<file path="src/design/tbpp_pkg.sv">
package tbpp_pkg;

  // Field widths of one transfer.
  localparam int TIME_W  = 64;
  localparam int START_W = 37;
  localparam int END_W   = 38;
  localparam int MASK_W  = 16;
  localparam int IN_W    = 176;
  localparam int OUT_W   = 40;

  // Item kinds carried on in_tuser.
  typedef enum logic [1:0] {
    FUNC_CLEAR  = 2'd0,
    FUNC_APPEND = 2'd1,
    FUNC_SAMPLE = 2'd2,
    FUNC_QUERY  = 2'd3
  } tbpp_func_t;

  // Append status codes.
  typedef enum logic [1:0] {
    STAT_OK        = 2'd0,
    STAT_FULL      = 2'd1,
    STAT_ORDER     = 2'd2,
    STAT_BAD_RANGE = 2'd3
  } tbpp_status_t;

  // Controller states.
  typedef enum logic [1:0] {
    ST_IDLE,
    ST_LAUNCH,
    ST_SCAN
  } tbpp_state_t;

  // One stored press.
  typedef struct packed {
    logic [START_W-1:0] start_us;
    logic [END_W-1:0]   end_us;
    logic [MASK_W-1:0]  mask;
  } tbpp_entry_t;

  // Scan token handed from cell to cell.
  typedef struct packed {
    logic              valid;
    logic              skipping;
    logic              broken;
    logic [MASK_W-1:0] mask;
  } tbpp_tok_t;

endpackage

</file>
<file path="src/design/tbpp_cell.sv">
module tbpp_cell #(
  parameter int IDX_W = 8,
  parameter int CNT_W = 9,
  parameter int K     = 0
) (
  input  logic                        clk,
  input  logic                        rst_n,
  input  logic                        wr_en,
  input  logic [IDX_W-1:0]            wr_idx,
  input  tbpp_pkg::tbpp_entry_t       wr_data,
  input  logic [CNT_W-1:0]            count,
  input  logic [CNT_W-1:0]            first_idx,
  input  logic [tbpp_pkg::TIME_W-1:0] elapsed,
  input  tbpp_pkg::tbpp_tok_t         tok_in,
  input  logic [CNT_W-1:0]            cur_in,
  output tbpp_pkg::tbpp_tok_t         tok_out,
  output logic [CNT_W-1:0]            cur_out
);
  import tbpp_pkg::*;

  tbpp_entry_t      entry_r;
  tbpp_tok_t        tok_r;
  tbpp_tok_t        tok_nxt;
  logic [CNT_W-1:0] cur_r;
  logic [CNT_W-1:0] cur_nxt;
  logic             live;
  logic             start_after;
  logic             end_passed;

  // The entry is written when an append lands on this slot.
  always_ff @(posedge clk) begin
    if (wr_en && (wr_idx == IDX_W'(K))) begin
      entry_r <= wr_data;
    end
  end

  // Only entries between the scan start and the fill level take part.
  assign live        = (CNT_W'(K) < count) && (CNT_W'(K) >= first_idx);
  assign start_after = TIME_W'(entry_r.start_us) > elapsed;
  assign end_passed  = TIME_W'(entry_r.end_us) <= elapsed;

  // On a sample, skip finished presses first, then collect masks until a later start.
  always_comb begin
    tok_nxt = tok_in;
    cur_nxt = cur_in;
    if (tok_in.valid && live && !tok_in.broken) begin
      if (tok_in.skipping && end_passed) begin
        cur_nxt = CNT_W'(K + 1);
      end else begin
        tok_nxt.skipping = 1'b0;
        if (start_after) begin
          tok_nxt.broken = 1'b1;
        end else if (!end_passed) begin
          tok_nxt.mask = tok_in.mask | entry_r.mask;
        end
      end
    end
  end

  // Hand the token to the next cell.
  always_ff @(posedge clk) begin
    if (!rst_n) begin
      tok_r.valid <= 1'b0;
    end else begin
      tok_r <= tok_nxt;
    end
  end

  always_ff @(posedge clk) begin
    cur_r <= cur_nxt;
  end

  assign tok_out = tok_r;
  assign cur_out = cur_r;

endmodule

</file>
<file path="config.mk">
export PLATFORM = sky130hd
export DESIGN_NAME = tbpp_cell
export DESIGN_NICKNAME = d
export VERILOG_FILES = /design/src/design/tbpp_pkg.sv /design/src/design/tbpp_cell.sv
export SDC_FILE = /design/constraint.sdc
export NUM_CORES = 1
export LEC_CHECK = 0
export ABC_AREA = 1
export BUFFER_PORTS_ARGS = -buffer_cell sky130_fd_sc_hd__buf_2
export CAP_MARGIN = 20
export CORE_MARGIN = 10
export CORE_UTILIZATION = 53
export DETAILED_ROUTE_END_ITERATION = 16
export HOLD_SLACK_MARGIN = 0.03
export PLACE_DENSITY = 0.9
export SLEW_MARGIN = 20
export SYNTH_ARGS = -nofsm -noshare
export SYNTH_HDL_FRONTEND = slang
export SYNTH_SLANG_ARGS = --single-unit
</file>
<file path="constraint.sdc">
create_clock -name clk -period 29.9 [get_ports clk]
set_clock_uncertainty 0.15 [all_clocks]
set_input_delay 2.99 -clock clk [delete_from_list [all_inputs] [get_ports clk]]
set_output_delay 2.99 -clock clk [all_outputs]
set_load 0.01 [all_outputs]
</file>
* Word level (Yosys, flattened, before mapping)
Cells that the tools add are included.
** Storage, ports and cells
- Word-level logic and storage cells :: 27
- Register bits :: 119
- Bits in latches :: 0
- Bits in read-only memories :: 0
- Memories kept :: 0
- Output and inout port bits :: 28
- Input bits :: 212
- Bits in writable memories :: 0
** Cells by class
- Eq/ne operators :: 0
- Bitwise gates (word level) :: 1
- Muxes and demuxes :: 7
- $mul :: 0
- $add $sub $neg :: 0
- Shifts and indexed selects :: 0
- Divide/modulo/power cells :: 0
- Reductions and logical operators :: 7
- Order comparisons :: 4
** Operators by type and width (number)
- $gt 37x64->1 :: 1
- $le 38x64->1 :: 1
- $mux 18 :: 2
- $mux 16 :: 2
- $mux 9 :: 2
- $or 16x16->16 :: 1
- $ge 1x9->1 const A :: 1
- $lt 1x9->1 const A :: 1
- $logic_not 8->1 :: 1
- $logic_and 1x1->1 :: 5
- $logic_not 1->1 :: 1
- $mux 1 :: 1

* Longest topological paths before layout
- Word-level depth :: 5
- Depth in mapped cells :: 20
- Gate-level depth less buffers :: 19

* Worst setup path before layout
OpenSTA, ideal clock, no wires.
- Path type :: in2reg
- Start :: input wr_idx[3]
- End :: register entry_r[0] in the netlist's numbering, enable pin
- Slack :: 16.876 ns
- Library setup time :: 0.774 ns
- Arrival time :: 12.100 ns
- Data required time :: 28.976 ns
- Stages on the path :: 2
- Cell sequence :: or4_1 -> nor4_1
** Between the ends
- Longest elaborated chain between the ends :: 2
** Ends and longest elaborated chain
- from (decl) :: line tbpp_cell.sv:9 : input logic [IDX_W-1:0] wr_idx,
- $logic_not 8->1 :: line tbpp_cell.sv:32 : if (wr_en && (wr_idx == IDX_W'(K))) begin
- $logic_and 1x1->1 :: line tbpp_cell.sv:32
- to (signal assigned) :: line tbpp_cell.sv:33 : entry_r <= wr_data;
- to (decl) :: line tbpp_cell.sv:21 : tbpp_entry_t entry_r;
No other way between the ends.
A chain may end at the register's enable or synchronous reset.

==> impl_results.md <==
* Proportion of layout cells with a drive suffix above 1 at roughly a third
* Die ar. at approximately 16000 um2
* Buf+Inv Stages, Crit Path at 2
* Slew HR at 43.9%
* Hold depth at 4
* Initial drt markers at between 300 and 400
* Die Y at 126 um
* F_max at ~200 MHz
* Largest net degree at the start of global routing at 92
* Hold endpoint: tok_out[1]$_DFFE_PP_
* Worst slew pin tran at about 0.84 ns
* Async set or reset register ratio after synthesis at 0%
* Number of global-route vias before repair at 5408
* Largest area contributor in the netlist: edfxtp_1
* Syn nets at between 800 and 900
* Clock slew at reported path FFs at 0.06 ns
* Crit share post-route at around 17%
* Gpl congestion at approximately 0.85
* Initial Util at ~55%
* Post-DR vias/cell at about 5.0
* Most frequent CP cell: nand2_1
* Fin nets at about 1100
* Status: finished, final reports clean
* RR Startpoint: entry_r[39]$_DFFE_PP_
* Cell with the most instances after synthesis: nand2_1
* CP Class: in -> reg
* Finished Core Util at 72.9%
* R2R Setup Slk at 27.11 ns
* Cell area after layout at around 8000 um2
* Core area at roughly 11000 um2
* Syn Inst Count at between 500 and 600
* Max Cap Violations at 0
* Gr usage total at 20.5%
* Synth top cells by count: nand2_1, edfxtp_1, inv_1
* Setup violations, final at 0
* Overall via count from detail_route at 4794
* Area Overhead vs Synth at 32.9%
* CTS Sinks at around 120
* Placed Area at 7350 um2
* Post-cts sizing count at 0
* Top cells by area, synth: edfxtp_1, ha_1, nand2_1
* Clk Latency, worst-skew pair at ~0.4 ns
* Endpoint class of the critical path: register
* R2r worst-path depth at 13
* Final Max Tran Viols at 0
* Root Buffer: clkbuf_16
* RR Endpoint: tok_out[7]$_DFFE_PP_
* Post-synth EDFFs at roughly 110
* Tmin final at just over 5 ns
* Filler cell count at between 700 and 800
* Fin Hold WS at approximately 0.54 ns
* Dominant synthesized flop cell: edfxtp_1
* Drt wl/cell at about 18 um
* Post-DP HPWL at around 13000 um
* Clock Tree Buf Depth at 2
* Crit path cell chain: buf_2 -> inv_1 -> ha_1 -> nand2_1 -> nor2_1 -> nand4_1 -> nor2_1 -> nand2_1 -> nand2_1 -> nand2_1 -> nand2_4 -> nand2_4 -> a21oi_4 -> nand2_1 -> nand2_1
* Worst endpoint required time at 30.03 ns
* #FFs+latches synth at 119
* Post-synthesis sequential area ratio at 57.9%
* Cts bufs inserted at 17
* Global-route wire length before repair at 26000 um
* Ports at 240
* Synth cell types at 27
* First-pass DRT Iterations at 5
* Biggest cell delay along the critical path at just over 0.4 ns
* DRC at 0
* Sum Neg Setup Slack at 0 ns
* Total Wirelength at approximately 17000 um
* Crit path max-delay family: simple AND/OR/NAND/NOR gates
* Final Hold Viols at 0
* PortBufs at around 240
* Mapped Avg Cell Area at approximately 11 um2
* Cell Area, Synth at between 5000 and 6000 um2
* Hold-fix buffers at CTS at 0
* Type of origin of the critical path: primary input
* Leak at slightly below 0.004 uW
* Pwr Density at around 54 nW/um2
* Worst-path fanout max at 17
* Tot Pwr at between 400 and 500 uW
* Share of the synthesized area in the top cell type at a little over half
* CTS tree: done
* Type of the worst min-delay path: reg -> reg
* Critical path arrival at 5.25 ns
* Synth warnings at 0
* VDD IR-drop max at between 40 and 50 uV
* Postcts setup bufs at 0
* Rows at 38
* Grt total ovfl at 0
* Worst Hold Launch: entry_r[1]$_DFFE_PP_
* Die width at roughly 130 um
* Max H-tree Level at 4
* RSZ-0062 raised after global routing: false
* Initial antenna violation count at 1
* CP max-delay cell: a21oi_4
* Antenna viol nets, final at 0
==> state kept, by name (all words and copies together), names as in the netlist <==
signal,flops
cur_out,9
tok_out,19
entry_r,91
==> layout make-up <==
cell class | count | area, um2 | share of cell area (%)
multi-input cells | 344 | 2190 | 27.5
repair buffers | 240 | 1210 | 15.1
clock buffers | 24 | 492 | 6.17
flip-flops and latches | 119 | 3470 | 43.6
well taps | 140 | 175 | 2.20
clock inverters | 8 | 121 | 1.52
diodes | 1 | 2.50 | 0.0314
inverters | 83 | 312 | 3.91
==> cell families after synthesis <==
logic type	after synthesis	share of synthesized area [%]
buffers and inverters	87	5.68
adders and majority gates	75	15.6
DFF	119	57.9
and+or+nand+nor	216	15.6
AOI/OAI and AO/OA	53	5.15
==> metal layers <==
layer  up-vias  track usage (%)  part of all wire, %
met1      2200             20.6                   36
met3        20             6.29                  6.9
met4         0             7.64                  1.7
met5         -                0                    0
met2       178             38.5                   56
li1       2396                -                    -
==> per-stage QoR <==
stage          cells  setup WS, ns
2_1_floorplan    550         16.88
3_3_place_gp     926         24.45
3_5_place_dp     926         24.35
4_1_cts          958         24.74
5_1_grt          959         24.50
6_report         959         24.77
==> power by group <==
part / switching, uW / total (uW) / internal, uW
combinational: 17.6 / 35.2 / 17.6
sequential: 0.734 / 186 / 185
clock: 67.0 / 206 / 139
==> placed cells by master (no fill, tap or decap), drive strengths merged, types with 3 or more instances in the layout <==
cell type  count
inv           83
dfxtp         10
nor3           6
edfxtp       109
o21ai          9
bufinv         3
buf          240
nor2          50
nand2        119
a21oi         36
ha            75
nand4          9
clkinvlp       3
o21a           4
nor4           5
clkbuf        24
nand3         24
==> worst max-delay path by stage <==
stage                      from                     to  slack (ns)  depth (start not counted)
CTS                 elapsed[23]   tok_out[7]$_DFFE_PP_       24.74                         15
detailed placement  elapsed[31]  tok_out[14]$_DFFE_PP_       24.35                         12
finish              elapsed[23]   tok_out[7]$_DFFE_PP_       24.77                         15
global placement    elapsed[31]   tok_out[7]$_DFFE_PP_       24.45                         15
global route        elapsed[23]   tok_out[4]$_DFFE_PP_       24.50                         15
floorplan             wr_idx[3]   entry_r[0]$_DFFE_PP_       16.88                          2
==> worst min-delay path, stage by stage, from the launching register on <==
cell	delay, ns
edfxtp_1	0.31
nand3_1	0.07
nor2_1	0.10
nand2_1	0.05
nand2_1	0.05
Note: power is estimated with default switching activity, not from simulation.
